===== src/design/gdsa_pkg.sv =====
// Shared types, constants and calendar functions for the Gregorian date step core.
package gdsa_pkg;

	localparam int MAX_DAYS   = 1048575;
	localparam int DIFF_REACH = 1048575;
	localparam int DIFF_LIMIT = (MAX_DAYS < DIFF_REACH) ? MAX_DAYS : DIFF_REACH;

	localparam int YEAR_W = 14;
	localparam int MONTH_W = 4;
	localparam int DAY_W = 5;
	localparam int OFF_W = 21;
	localparam int CNT_W = 21;

	localparam logic [YEAR_W-1:0]  YEAR_MAX = 14'd9999;
	localparam logic [MONTH_W-1:0] MONTH_JAN = 4'd1;
	localparam logic [MONTH_W-1:0] MONTH_FEB = 4'd2;
	localparam logic [MONTH_W-1:0] MONTH_DEC = 4'd12;
	localparam logic [DAY_W-1:0]   DAY_LAST_DEC = 5'd31;

	// Multiplicative inverse of 25 modulo 2**14 and the largest product
	// that marks an exact multiple of 25.
	localparam logic [YEAR_W-1:0] INV25 = 14'd7209;
	localparam logic [YEAR_W-1:0] MUL25_MAX = 14'd655;

	typedef enum logic [4:0] {
		S_IDLE = 5'b00001,
		S_CHK1 = 5'b00010,
		S_CHK2 = 5'b00100,
		S_CHK3 = 5'b01000,
		S_WALK = 5'b10000
	} state_t;

	typedef logic [YEAR_W-1:0]  year_t;
	typedef logic [MONTH_W-1:0] month_t;
	typedef logic [DAY_W-1:0]   day_t;

	// A year divides by 25 exactly when its product with the inverse of 25
	// lands in the low band; that covers the century and 400-year rules.
	function automatic logic is_leap(input year_t y);
		year_t prod;
		logic  by25;
		prod = y * INV25;
		by25 = (prod <= MUL25_MAX);
		return (y[1:0] == 2'b00) && (!by25 || (y[3:0] == 4'b0000));
	endfunction

	function automatic day_t days_in_month(input month_t m, input logic leap);
		day_t dim;
		case (m) inside
			4'd4, 4'd6, 4'd9, 4'd11: dim = 5'd30;
			MONTH_FEB:               dim = leap ? 5'd29 : 5'd28;
			default:                 dim = 5'd31;
		endcase
		return dim;
	endfunction

	function automatic logic date_ok(input year_t y, input month_t m, input day_t d,
		input logic leap);
		return (y <= YEAR_MAX) && (m >= MONTH_JAN) && (m <= MONTH_DEC) &&
			(d != '0) && (d <= days_in_month(m, leap));
	endfunction

endpackage


===== src/design/gregorian_date_step_arithmetic_core.sv =====
// Gregorian date step core: date plus signed offset, or day count between two dates.
// One transaction is taken at a time and walks the calendar one day per clock cycle.
// With no day to walk, an item passes the accepting cycle and the three check states;
// otherwise the walk then steps through the days and ends in a closing cycle. The
// single day-step unit and its step counter set the length of the walk. A shared
// leap-year unit serves both dates during setup. Invalid dates, results outside
// years 0..9999 and offsets or differences beyond MAX_DAYS end the walk early
// with the error flag set and all result fields zero. s_tready is high only while
// the core is idle, a finished result waits in the output register, and a finished
// walk holds until that register is free.
module gregorian_date_step_arithmetic_core
	import gdsa_pkg::*;
(
	input  logic        clk,
	input  logic        arst_n,
	input  logic        s_tvalid,
	output logic        s_tready,
	// first_year[13:0], first_month[17:14], first_day[22:18], day_offset[43:23],
	// second_year[57:44], second_month[61:58], second_day[66:62], zero fill above
	input  logic [71:0] s_tdata,
	// mode[0]
	input  logic [0:0]  s_tuser,
	output logic        m_tvalid,
	input  logic        m_tready,
	// out_year[13:0], out_month[17:14], out_day[22:18], day_difference[43:23],
	// zero fill above
	output logic [47:0] m_tdata,
	// error_flag[0]
	output logic [0:0]  m_tuser
);

	state_t state_q;
	logic   mode_q;
	logic   back_q;
	logic   leap_q;
	logic   sec_leap_q;
	year_t  cur_year_q;
	month_t cur_month_q;
	day_t   cur_day_q;
	year_t  sec_year_q;
	month_t sec_month_q;
	day_t   sec_day_q;
	logic [OFF_W-1:0] off_q;
	logic [CNT_W-1:0] cnt_q;

	year_t  out_year_q;
	month_t out_month_q;
	day_t   out_day_q;
	logic [OFF_W-1:0] diff_q;
	logic   err_q;
	logic   out_valid_q;

	logic   accept;
	logic   out_free;
	logic   leap_in;
	year_t  leap_year;
	logic   first_ok;
	logic   sec_ok;
	logic   same;
	logic   sec_before;
	logic   at_top;
	logic   at_bottom;
	logic [OFF_W-1:0] off_mag;
	year_t  nxt_year;
	month_t nxt_month;
	day_t   nxt_day;
	day_t   dim_cur;
	day_t   dim_prev;

	// Set when the current state has a result; the output register takes it once free.
	logic   fin;
	logic   fin_err;
	year_t  fin_year;
	month_t fin_month;
	day_t   fin_day;
	logic [OFF_W-1:0] fin_diff;
	logic   step;

	assign accept   = s_tvalid && s_tready;
	assign s_tready = (state_q == S_IDLE);
	assign out_free = !out_valid_q || m_tready;

	// The leap-year unit looks at the second date only during the first check cycle.
	assign leap_year = (state_q == S_CHK1) ? sec_year_q : cur_year_q;
	assign leap_in   = is_leap(leap_year);

	assign first_ok = date_ok(cur_year_q, cur_month_q, cur_day_q, leap_q);
	assign sec_ok   = date_ok(sec_year_q, sec_month_q, sec_day_q, sec_leap_q);
	assign same     = {cur_year_q, cur_month_q, cur_day_q} ==
		{sec_year_q, sec_month_q, sec_day_q};
	assign sec_before = {sec_year_q, sec_month_q, sec_day_q} <
		{cur_year_q, cur_month_q, cur_day_q};
	assign at_top    = (cur_year_q == YEAR_MAX) && (cur_month_q == MONTH_DEC) &&
		(cur_day_q == DAY_LAST_DEC);
	assign at_bottom = (cur_year_q == '0) && (cur_month_q == MONTH_JAN) &&
		(cur_day_q == day_t'(1));
	assign off_mag   = off_q[OFF_W-1] ? OFF_W'(-off_q) : off_q;
	assign dim_cur   = days_in_month(cur_month_q, leap_q);
	assign dim_prev  = days_in_month(cur_month_q - MONTH_JAN, leap_q);

	// One calendar day forward or backward. The leap bit is registered from the current
	// year, so it trails a year change, which is harmless since the walk then sits in January or December.
	always_comb begin
		nxt_year  = cur_year_q;
		nxt_month = cur_month_q;
		nxt_day   = cur_day_q;
		if (!back_q) begin
			if (cur_day_q == dim_cur) begin
				nxt_day = day_t'(1);
				if (cur_month_q == MONTH_DEC) begin
					nxt_month = MONTH_JAN;
					nxt_year  = cur_year_q + year_t'(1);
				end else begin
					nxt_month = cur_month_q + month_t'(1);
				end
			end else begin
				nxt_day = cur_day_q + day_t'(1);
			end
		end else begin
			if (cur_day_q == day_t'(1)) begin
				if (cur_month_q == MONTH_JAN) begin
					nxt_month = MONTH_DEC;
					nxt_day   = DAY_LAST_DEC;
					nxt_year  = cur_year_q - year_t'(1);
				end else begin
					nxt_month = cur_month_q - month_t'(1);
					nxt_day   = dim_prev;
				end
			end else begin
				nxt_day = cur_day_q - day_t'(1);
			end
		end
	end

	always_comb begin
		fin       = 1'b0;
		fin_err   = 1'b0;
		fin_year  = '0;
		fin_month = '0;
		fin_day   = '0;
		fin_diff  = '0;
		step      = 1'b0;
		case (state_q)
			S_CHK3: begin
				if (!mode_q) begin
					if (!first_ok || (off_mag > OFF_W'(MAX_DAYS))) begin
						fin     = 1'b1;
						fin_err = 1'b1;
					end else if (off_mag == '0) begin
						fin       = 1'b1;
						fin_year  = cur_year_q;
						fin_month = cur_month_q;
						fin_day   = cur_day_q;
					end
				end else begin
					if (!first_ok || !sec_ok) begin
						fin     = 1'b1;
						fin_err = 1'b1;
					end else if (same) begin
						fin = 1'b1;
					end
				end
			end
			S_WALK: begin
				if (!mode_q) begin
					if (cnt_q == '0) begin
						fin       = 1'b1;
						fin_year  = cur_year_q;
						fin_month = cur_month_q;
						fin_day   = cur_day_q;
					end else if ((!back_q && at_top) || (back_q && at_bottom)) begin
						fin     = 1'b1;
						fin_err = 1'b1;
					end else begin
						step = 1'b1;
					end
				end else begin
					if (same) begin
						fin      = 1'b1;
						fin_diff = back_q ? OFF_W'(-cnt_q) : cnt_q;
					end else if (cnt_q == CNT_W'(DIFF_LIMIT)) begin
						fin     = 1'b1;
						fin_err = 1'b1;
					end else begin
						step = 1'b1;
					end
				end
			end
			default: ;
		endcase
	end

	// Sequencer and control flags.
	always_ff @(posedge clk or negedge arst_n) begin
		if (!arst_n) begin
			state_q     <= S_IDLE;
			out_valid_q <= 1'b0;
		end else begin
			if (fin && out_free) begin
				out_valid_q <= 1'b1;
			end else if (m_tready) begin
				out_valid_q <= 1'b0;
			end
			case (state_q)
				S_IDLE: begin
					if (accept) begin
						state_q <= S_CHK1;
					end
				end
				S_CHK1: state_q <= S_CHK2;
				S_CHK2: state_q <= S_CHK3;
				S_CHK3, S_WALK: begin
					if (fin) begin
						if (out_free) begin
							state_q <= S_IDLE;
						end
					end else begin
						state_q <= S_WALK;
					end
				end
				default: state_q <= S_IDLE;
			endcase
		end
	end

	// Working registers of the walk and the output register.
	always_ff @(posedge clk) begin
		if (state_q == S_CHK1) begin
			sec_leap_q <= leap_in;
		end else begin
			leap_q <= leap_in;
		end
		if (accept) begin
			mode_q      <= s_tuser[0];
			cur_year_q  <= s_tdata[13:0];
			cur_month_q <= s_tdata[17:14];
			cur_day_q   <= s_tdata[22:18];
			off_q       <= s_tdata[43:23];
			sec_year_q  <= s_tdata[57:44];
			sec_month_q <= s_tdata[61:58];
			sec_day_q   <= s_tdata[66:62];
		end
		if (state_q == S_CHK3) begin
			if (!mode_q) begin
				back_q <= off_q[OFF_W-1];
				cnt_q  <= off_mag;
			end else begin
				back_q <= sec_before;
				cnt_q  <= '0;
			end
		end else if (step) begin
			cur_year_q  <= nxt_year;
			cur_month_q <= nxt_month;
			cur_day_q   <= nxt_day;
			cnt_q       <= mode_q ? cnt_q + CNT_W'(1) : cnt_q - CNT_W'(1);
		end
		if (fin && out_free) begin
			out_year_q  <= fin_year;
			out_month_q <= fin_month;
			out_day_q   <= fin_day;
			diff_q      <= fin_diff;
			err_q       <= fin_err;
		end
	end

	assign m_tvalid = out_valid_q;
	assign m_tdata  = {4'b0000, diff_q, out_day_q, out_month_q, out_year_q};
	assign m_tuser  = err_q;

`ifndef SYNTHESIS
	assert property (@(posedge clk) disable iff (!arst_n)
		m_tvalid && m_tuser[0] |-> m_tdata == '0)
		else $error("error result carries nonzero fields");

	assert property (@(posedge clk) disable iff (!arst_n)
		accept |=> state_q == S_CHK1 && !s_tready)
		else $error("accepted transaction did not start the checks");

	assert property (@(posedge clk) disable iff (!arst_n)
		$rose(m_tvalid) |-> $past(state_q) == S_CHK3 || $past(state_q) == S_WALK)
		else $error("result appeared outside a finishing state");

	assert property (@(posedge clk) disable iff (!arst_n)
		state_q == S_WALK |-> cur_day_q != '0 && cur_month_q != '0 &&
			cur_month_q <= MONTH_DEC)
		else $error("walk left the calendar");

	assert property (@(posedge clk) disable iff (!arst_n)
		m_tvalid && !m_tuser[0] && m_tdata[43:23] != '0 |-> m_tdata[22:0] == '0)
		else $error("difference result also carries a date");
`endif

endmodule

===== config.mk =====
export PLATFORM = sky130hd
export DESIGN_NAME = gregorian_date_step_arithmetic_core
export DESIGN_NICKNAME = d
export VERILOG_FILES = /design/src/design/gdsa_pkg.sv /design/src/design/gregorian_date_step_arithmetic_core.sv
export SDC_FILE = /design/constraint.sdc
export NUM_CORES = 1
export LEC_CHECK = 0
export BUFFER_PORTS_ARGS = -buffer_cell sky130_fd_sc_hd__buf_4
export CAP_MARGIN = 5
export CELL_PAD_IN_SITES_DETAIL_PLACEMENT = 1
export CELL_PAD_IN_SITES_GLOBAL_PLACEMENT = 1
export CORE_MARGIN = 2
export CORE_UTILIZATION = 46
export DETAILED_ROUTE_END_ITERATION = 8
export GPL_ROUTABILITY_DRIVEN = 0
export PLACE_DENSITY_LB_ADDON = 0.1
export SLEW_MARGIN = 20
export SYNTH_ARGS = -nofsm -noshare
export SYNTH_HDL_FRONTEND = slang
export SYNTH_SLANG_ARGS = --single-unit
export TNS_END_PERCENT = 10

===== constraint.sdc =====
create_clock -name clk -period 5.9 [get_ports clk]
set_clock_uncertainty 0.1 [all_clocks]
set_input_delay 1.18 -clock clk [delete_from_list [all_inputs] [get_ports clk]]
set_output_delay 1.18 -clock clk [all_outputs]
set_load 0.005 [all_outputs]

-- Word level (Yosys, flattened, before mapping)
Cells that the tools add are included.
- logic and storage cells: 206
- input port bits: 77
- register bits after elaboration: 143
- output and inout bits: 51
- $add $sub $neg: 10
- muxes and demuxes: 87
- order comparisons: 11
- reductions and logical operators: 44
- multipliers: 1
- equality and inequality tests: 34
- operators by type and width (kind ; number):
    $mux 14 ; 14
    $mux 21 ; 6
    $mux 5 ; 16
    $mux 4 ; 13
    $logic_not 21->1 ; 2
    $neg 21->21 ; 2
    $eq 4x4->1 const B ; 7
    $le 14x14->1 const B ; 2
    $pmux 14 s2 ; 1
    $mux 1 ; 27
    $eq 4x3->1 const B ; 6
    $eq 23x23->1 ; 1
    $lt 23x23->1 ; 1
    $add 21x1->21 const B ; 1
    $eq 21x20->1 const B ; 1
    $gt 21x20->1 const B ; 1
    $sub 21x1->21 const B ; 1
    $pmux 5 s4 ; 1
    $logic_and 1x1->1 ; 17
    $ne 4x2->1 const B ; 4
    $add 14x1->14 const B ; 1
    $eq 14x14->1 const B ; 1
    $le 14x10->1 const B ; 1
    $logic_not 14->1 ; 1
    34 further kinds ; 59

-- Longest topological paths before layout
Gate-level depths: netlist of the first run.
- word-level depth: 12
- mapped depth: 23
- gate-level depth less buffers: 21

-- Least setup slack after synthesis of the first run
No wires, ideal clock.
- path type: register to register
- start: register state_q[3]
- end: register leap_q, data pin
- library setup time: 0.263 ns
- setup slack: 0.767 ns
- clock period less this slack: 5.133 ns
- data arrival time: 4.771 ns
- path buffers: 3
- stages on the path, launching flop included: 23
- required time: 5.537 ns
- cell sequence: dfrtp_1 > clkbuf_1 > nor3_1 > nand3b_1 > buf_2 > inv_1 > clkbuf_1 > o21ai_0 > ha_1 > ha_1 > ha_1 > inv_1 > fa_1 > inv_1 > ha_1 > fa_1 > a21o_1 > a21oi_1 > xnor2_1 > nor2_1 > o21ai_0 > a311o_1 > o31a_1
- word-level cells in the longest chain between the ends: 7
- elaborated cells between the ends (all ways): 9
- classes of those cells: mul (1); order compare (1); eq/ne (1); mux (1); reduce/logical (5)
- RTL lines (what ; line ; source):
    start, declared ; gregorian_date_step_arithmetic_core.sv:32 ; state_t state_q;
    start signal, assigned ; gregorian_date_step_arithmetic_core.sv:196 ; state_q <= S_IDLE;
    start signal, assigned ; gregorian_date_step_arithmetic_core.sv:207 ; state_q <= S_CHK1;
    start signal, assigned ; gregorian_date_step_arithmetic_core.sv:210 ; S_CHK1: state_q <= S_CHK2;
    $eq 5x2->1 * ; gregorian_date_step_arithmetic_core.sv:84 ; assign leap_year = (state_q == S_CHK1) ? sec_year_q : cur_year_q;
    $mux 14 * ; gregorian_date_step_arithmetic_core.sv:84 ;
    $mul 14x13->14 ; gdsa_pkg.sv:42 ; prod = y * INV25;
    $le 14x10->1 ; gdsa_pkg.sv:43 ; by25 = (prod <= MUL25_MAX);
    $logic_not 1->1 ; gdsa_pkg.sv:44 ; return (y[1:0] == 2'b00) && (!by25 || (y[3:0] == 4'b0000));
    $logic_or 1x1->1 ; gdsa_pkg.sv:44 ;
    $logic_and 1x1->1 * ; gdsa_pkg.sv:44 ;
    named net leap_in ; gregorian_date_step_arithmetic_core.sv:55 ; logic leap_in;
    end signal, assigned ; gregorian_date_step_arithmetic_core.sv:231 ; leap_q <= leap_in;
    end, declared ; gregorian_date_step_arithmetic_core.sv:35 ; logic leap_q;
Mark *: on every way through the listed nets, which the timed path passes. The rest lies on a longest branch.
A chain may end at the register's enable or synchronous reset.

-- Final worst setup path of the first run
- start: register state_q[3]
- end: register sec_leap_q, data pin
- word-level cells in the longest chain between the ends: 7
- elaborated cells between the ends (all ways): 9
- classes of those cells: mul (1); order compare (1); eq/ne (1); mux (1); reduce/logical (5)
- RTL lines (what ; line ; source):
    $eq 5x2->1 * ; gregorian_date_step_arithmetic_core.sv:84 ;
    $mux 14 * ; gregorian_date_step_arithmetic_core.sv:84 ;
    $mul 14x13->14 ; gdsa_pkg.sv:42 ;
    $le 14x10->1 ; gdsa_pkg.sv:43 ;
    $logic_not 1->1 ; gdsa_pkg.sv:44 ;
    $logic_or 1x1->1 ; gdsa_pkg.sv:44 ;
    $logic_and 1x1->1 * ; gdsa_pkg.sv:44 ;
    named net leap_in ; gregorian_date_step_arithmetic_core.sv:55 ;
    end signal, assigned ; gregorian_date_step_arithmetic_core.sv:229 ; sec_leap_q <= leap_in;
    end, declared ; gregorian_date_step_arithmetic_core.sv:36 ; logic sec_leap_q;
Marked as above.

==> metrics.txt, run 1 <==
post-cts sizing count 0; vias in the first global route a little under 9k; WL/cell 19.6 µm; Max stage delay on crit path 0.54 ns; setup_tns 0 ns; # setup viols final 0; Skew-Pair Late Insertion Delay roughly 0.43 ns; clock power share between 10% and 20%; hold_ws ~0.46 ns; Num CTS Buffers 17; fin crit share between 90 and 100%; final std cells w/o fill 1545; Worst Hold Class in -> async; sw power between 3 and 4 mW; simple-gate share of the synthesized area ~16%; core area approximately 23000 µm²; Buf/Inv on CP 4; XOR/XNOR share of the synthesized area under 10%; Final #Nets ~1.4k; power density over the cells roughly 570 nW/µm²; clock slew at reported path FFs about 0.060 ns; number of distinct library cells after synthesis just over 70; largest family of logic cells by synthesized area simple AND/OR/NAND/NOR gates; FP Rows 56; Synth Instances ~1.1k; synthesis-to-layout area growth 15.8%; Top-Level Pins 128; top post-synthesis cells by count edfxtp_1, ha_1, nand2_1; GRT met2 Usage a little over two fifths; RSZ-0062 raised after global routing no; mux cell area share after synthesis approximately 1.2%; post-CTS repair timing setup buffer count 0; Hold Vio Cnt, Final 0; Final Core Density roughly 54%; PortBufs about 120; Via density between 5 and 6; antenna violations before repair 0; worst rel slew slack about 29%; final WL 30.3 mm; Worst EP required 5.96 ns; largest area contributor in the synthesized netlist edfxtp_1; Max Fclk about 0.18 GHz; global-route wire length before repair between 40 and 50 mm; Pwr Total 7.13 mW; sequential group share of total power between 20% and 30%; Inst Count DP ~1.5k; Top delay family on crit path adder cells; setup slack after layout approximately 0.42 ns; Die Ht 157 µm; switch share a little under half; Crit path top cell by count ha_1; Arr. time, crit path 5.54 ns; status finished clean; hold bufs inserted after CTS 0; area occupied by multi-input gates between 6000 and 7000 µm²; register area 4220 µm²; area share of the leading cell type in the synthesized netlist a little under two fifths; met1 usage in global routing roughly 32%; initial cell density of the core a little under half; Area contributors post-synth edfxtp_1, ha_1, xor2_1; GR Util All Layers about a quarter; CP Class reg -> reg; worst-path cell chain nor3_1 > nand3b_1 > buf_4 > inv_1 > o21ai_0 > ha_1 > ha_1 > ha_1 > inv_1 > fa_1 > inv_1 > ha_1 > fa_1 > a21o_1 > a21oi_1 > xnor2_1 > nor2_1 > o21ai_0 > a311o_1 > o31a_1; post-place instance area between 10000 and 15000 µm²; async set-reset flop share out of synthesis 4.20%; Worst setup SP type flop; Die W approximately 160 µm; starting DRC count in detailed routing 480; TritonCTS clock tree yes; main flop type after synthesis edfxtp_1; clock root buffer clkbuf_16; Max Cap Viol 0; Pleak approximately 5 nW; overflow left after global routing 0; GR peak layer met2; crit path capture type flop; remaining antenna violation count after routing 0; CTS sink cnt ~140; Mapped Avg Cell Area a little under 10 µm²; Pint ~3.9 mW; sequential share of the synthesized area a little under 40%; layout cells sized above 1 ~16%; Post-Syn Area roughly 11000 µm²; largest net degree at the start of global routing 41; Worst Path Max Fanout 15; Max Root-Sink Buffers 2; Peak VDD IR between 400 and 500 µV; combinational share of power 61.3%; H-tree depth 4; slowest CP cell fa_1; dpl hpwl around 23 mm; number of detailed-route iterations in the first pass 5; worst-margin pin slew 1.07 ns; Adder-Cell Fraction of Synth Area about 15%; Synth Area in Compound Gates 16.2%; Post-synth EDFFs approximately 130; met3 Use GR approximately 3.5%; yosys warns 0; Final min period between 5 and 6 ns; n_diodes 0; total die area roughly 25000 µm²; fill count between 2k and 3k; design area around 12000 µm²; most frequent cell after synthesis edfxtp_1; vias around 8.8k; fin. max-slew vios 0; synthesized flop and latch total about 140; DRC 0; DP Worst Slack between 0.4 and 0.5 ns
-- flip-flops by register name (all words and copies together), names as in the netlist --
signal	flops
cnt_q	21
diff_q	21
off_q	21
cur_year_q	14
out_year_q	14
sec_year_q	14
cur_day_q	5
out_day_q	5
sec_day_q	5
state_q	5
cur_month_q	4
out_month_q	4
sec_month_q	4
back_q	1
leap_q	1
m_tuser	1
m_tvalid	1
mode_q	1
sec_leap_q	1
-- kinds of logic after synthesis --
kind of cell | count (synthesis)
AND/OR/NAND/NOR | 344
AO/OA/AOI/OAI | 271
flip-flops | 143
buffers and inverters | 132
adder cells (fa/ha/maj) | 124
XOR/XNOR | 83
multiplexers | 12
other | 1
-- worst register-to-register path, cell delays in order (launching register included) --
cell and delay (ns):
dfrtp_1 0.45, nor3_1 0.28, nand3b_1 0.10, buf_4 0.20, inv_1 0.29, o21ai_0 0.26
ha_1 0.35, ha_1 0.31, ha_1 0.30, inv_1 0.06, fa_1 0.54, inv_1 0.04
ha_1 0.22, fa_1 0.41, a21o_1 0.18, a21oi_1 0.23, xnor2_1 0.10, nor2_1 0.08
o21ai_0 0.08, a311o_1 0.28, o31a_1 0.34
-- power groups by stage --
stage / clock network (mW) / registers (mW) / logic (mW)
floorplan: 0 / 1.56 / 3.40
global placement: 0 / 1.72 / 4.16
detailed placement: 0 / 1.73 / 4.38
CTS: 1.05 / 1.71 / 4.42
global route: 1.09 / 1.75 / 4.98
finish: 1.04 / 1.72 / 4.37
-- layer usage --
metal,up-vias,wire length [µm]
met2,196,15000
met5,-,0
met1,4300,13500
li1,4263,-
met4,0,578
met3,36,1160
-- worst paths after layout --
kind / start / end / slack (ns) / cells after the start
worst max-delay path: state_q[3] / sec_leap_q / 0.42 / 20
worst min-delay path: arst_n / state_q[2] / 0.46 / 1
worst max register to register: state_q[3] / sec_leap_q / 0.42 / 20
worst min register to register: cur_day_q[3] / cur_day_q[3] / 0.46 / 2
max in group asynchronous: arst_n / state_q[0] / 5.03 / 1
min in group clk: cur_day_q[3] / cur_day_q[3] / 0.46 / 2
-- placed cells by master (no fill, tap or decap), drive strengths merged, types with 17 or more instances in the layout --
cell / count
inv: 83
o31ai: 21
xnor2: 31
nor3: 49
a31oi: 23
o21ai: 72
buf: 127
ha: 111
edfxtp: 132
nand2: 102
a21oi: 51
xor2: 51
clkbuf: 22
nand3: 26
nor2: 80
o22ai: 19
nand4: 17
-- cell type report --
class                           count  area share (%)
Clock buffer                       22            3.72
Clock inverter                     10           0.742
Inverter                           86            2.59
Multi-Input combinational cell    838            48.3
Sequential cell                   143            33.8
Tap cell                          319            3.20
Timing Repair Buffer              127            7.64
No activity file was read; power rests on OpenSTA's default activity.
==> inputs of run 2 (changes only) <==
- CTS_BUF_LIST: default -> sky130_fd_sc_hd__clkbuf_16
==> run 2 against run 1 <==
  * Worst hold slack hardly changed
  * Global-route usage hardly changed
  * Worst setup slack worse by 0.018 ns
  * Clock power about the same
  * Critical path depth grew 1
  * Power shrank 0.33%
  * Critical path type unchanged
  * Largest power group unchanged
  * Highest routed layer unchanged
==> metrics.txt, run 2 (same netlist as run 1, synthesis figures left out) <==
clock root buffer clkbuf_16; clock slew at reported path FFs 0.06 ns (about the same); Final min period 5.50 ns (+0.0177 ns); fin crit share 93.3% (+0.30 points); vias 8755 (-0.45%); Hold Vio Cnt, Final 0 (unchanged); Top-Level Pins 128 (unchanged); dpl hpwl 23.0 mm (unchanged); FP Rows 56 (unchanged); TritonCTS clock tree yes; post-CTS repair timing setup buffer count 0 (unchanged); CTS sink cnt 143 (unchanged); # setup viols final 0 (unchanged); Die W 157 µm (unchanged); Pleak 4.99 nW (about the same); hold bufs inserted after CTS 0 (unchanged); Final #Nets 1414 (unchanged); CP Class reg -> reg; Skew-Pair Late Insertion Delay 0.44 ns (about the same); Peak VDD IR 486 µV (+0.43%); Die Ht 157 µm (unchanged); RSZ-0062 raised after global routing no; DRC 0 (unchanged); n_diodes 0 (unchanged); Worst EP required 5.96 ns (about the same); largest net degree at the start of global routing 41 (unchanged); Arr. time, crit path 5.56 ns (+0.02 ns); Pint 3.83 mW (-0.80%); GR Util All Layers 25.0% (about the same); fin. max-slew vios 0 (unchanged); fill count 2640 (-0.23%); Worst setup SP type flop; H-tree depth 4 (unchanged); Max Root-Sink Buffers 2 (unchanged); most common cell after layout, fill and taps aside edfxtp_1; combinational share of power 61.6% (+0.3 points); initial cell density of the core 46.3% (unchanged); power density over the cells 570 nW/µm² (-0.17%); number of detailed-route iterations in the first pass 5 (unchanged); post-place instance area 11900 µm² (unchanged); overflow left after global routing 0 (unchanged); setup_tns 0 ns (unchanged); status finished clean; sw power 3.27 mW (+0.22%); clock power share 14.2% (-0.4 points); Via density 5.67 (-0.45%); area occupied by multi-input gates 6030 µm² (unchanged); Final Core Density 53.5% (-0.086 points); global-route wire length before repair 47.9 mm (-0.13%); worst-margin pin slew 1.14 ns (+0.0698 ns); remaining antenna violation count after routing 0 (unchanged); post-cts sizing count 0 (unchanged); final WL 30.2 mm (-0.35%); Worst Hold Class in -> async; sequential group share of total power 24.2% (about the same); antenna violations before repair 0 (unchanged); core area 23300 µm² (unchanged); starting DRC count in detailed routing 574 (+20%); Num CTS Buffers 17 (unchanged); design area 12500 µm² (-0.16%); Worst Path Max Fanout 15 (unchanged); register area 4220 µm² (unchanged); total die area 24700 µm² (unchanged); layout cells sized above 1 15.5% (-0.16 points); most frequent cells in the layout edfxtp_1, buf_4, ha_1; PortBufs 118 (unchanged); Max Fclk 0.182 GHz (-0.32%); crit path capture type flop; Max Cap Viol 0 (unchanged); WL/cell 19.5 µm (-0.35%); synthesis-to-layout area growth 15.6%; Top Registers cnt_q: 21 flops, diff_q: 21 flops, off_q: 21 flops; switch share 46.0% (+0.26 points); worst rel slew slack 24.0% (-4.7 points); vias in the first global route 8882 (-0.17%)
run 2: changes by cell type in the layout (fill, tap and decap cells not counted), sizes merged:
cell | previous run | this run
clkbuf | 22 | 17
clkinv | 8 | 10
inv | 83 | 86
run 2: cell type report:
type	count	area share (%)
multi-input combinational	838	48.4
sequential	143	33.8
timing repair buffer	127	7.65
clock buffer	17	3.42
tap	319	3.20
inverter	86	2.59
clock inverter	15	0.894
run 2: metal layers:
| metal | up-vias | global-route usage [%] | routed length (µm) |
|---|---|---|---|
| li1 | 4262 | - | - |
| met1 | 4268 | 32.4 | 13500 |
| met3 | 34 | 3.80 | 1210 |
| met5 | - | 0 | 0 |
| met2 | 191 | 43.6 | 14900 |
| met4 | 0 | 6.67 | 546 |
run 2: stage by stage:
stage / std cells / setup slack (ns) / hold slack (ns) / power, mW
floorplan: 1113 / 0.767 / 0.385 / 4.96
global placement: 1513 / 0.573 / 0.420 / 5.89
detailed placement: 1513 / 0.400 / 0.455 / 6.11
CTS: 1545 / 0.370 / 0.448 / 7.16
global route: 1545 / 0.0425 / 0.454 / 7.79
finish: 1545 / 0.398 / 0.461 / 7.10
run 2: path summary, 6_finish.rpt:
| kind | start | endpoint | slack (ns) | cells past startpoint |
|---|---|---|---|---|
| max | state_q[3] | sec_leap_q | 0.40 | 21 |
| min | arst_n | state_q[2] | 0.46 | 1 |
| max reg2reg | state_q[3] | sec_leap_q | 0.40 | 21 |
| min reg2reg | cur_day_q[3] | cur_day_q[3] | 0.46 | 2 |
| max in group asynchronous | arst_n | state_q[0] | 5.03 | 1 |
| min in group clk | cur_day_q[3] | cur_day_q[3] | 0.46 | 2 |
run 2: worst max-delay path, stage by stage (launching register included):
cell and delay, ns:
dfrtp_1 0.45, nor3_1 0.27, nand3b_1 0.10, buf_4 0.20, inv_1 0.29, nand2_1 0.10
o21ai_0 0.20, ha_1 0.31, ha_1 0.32, ha_1 0.31, inv_1 0.06, fa_1 0.54
inv_1 0.04, ha_1 0.22, fa_1 0.41, a21o_1 0.18, a21oi_1 0.24, xnor2_1 0.10
nor2_1 0.08, o21ai_0 0.08, a311o_1 0.28, o31a_1 0.34
run 2: power by group through the flow:
stage	combinational (mW)	clock [mW]	sequential (mW)
4_1_cts	4.42	1.02	1.71
2_1_floorplan	3.40	0	1.56
5_1_grt	4.98	1.06	1.75
3_3_place_gp	4.16	0	1.72
6_report	4.37	1.01	1.72
3_5_place_dp	4.38	0	1.73
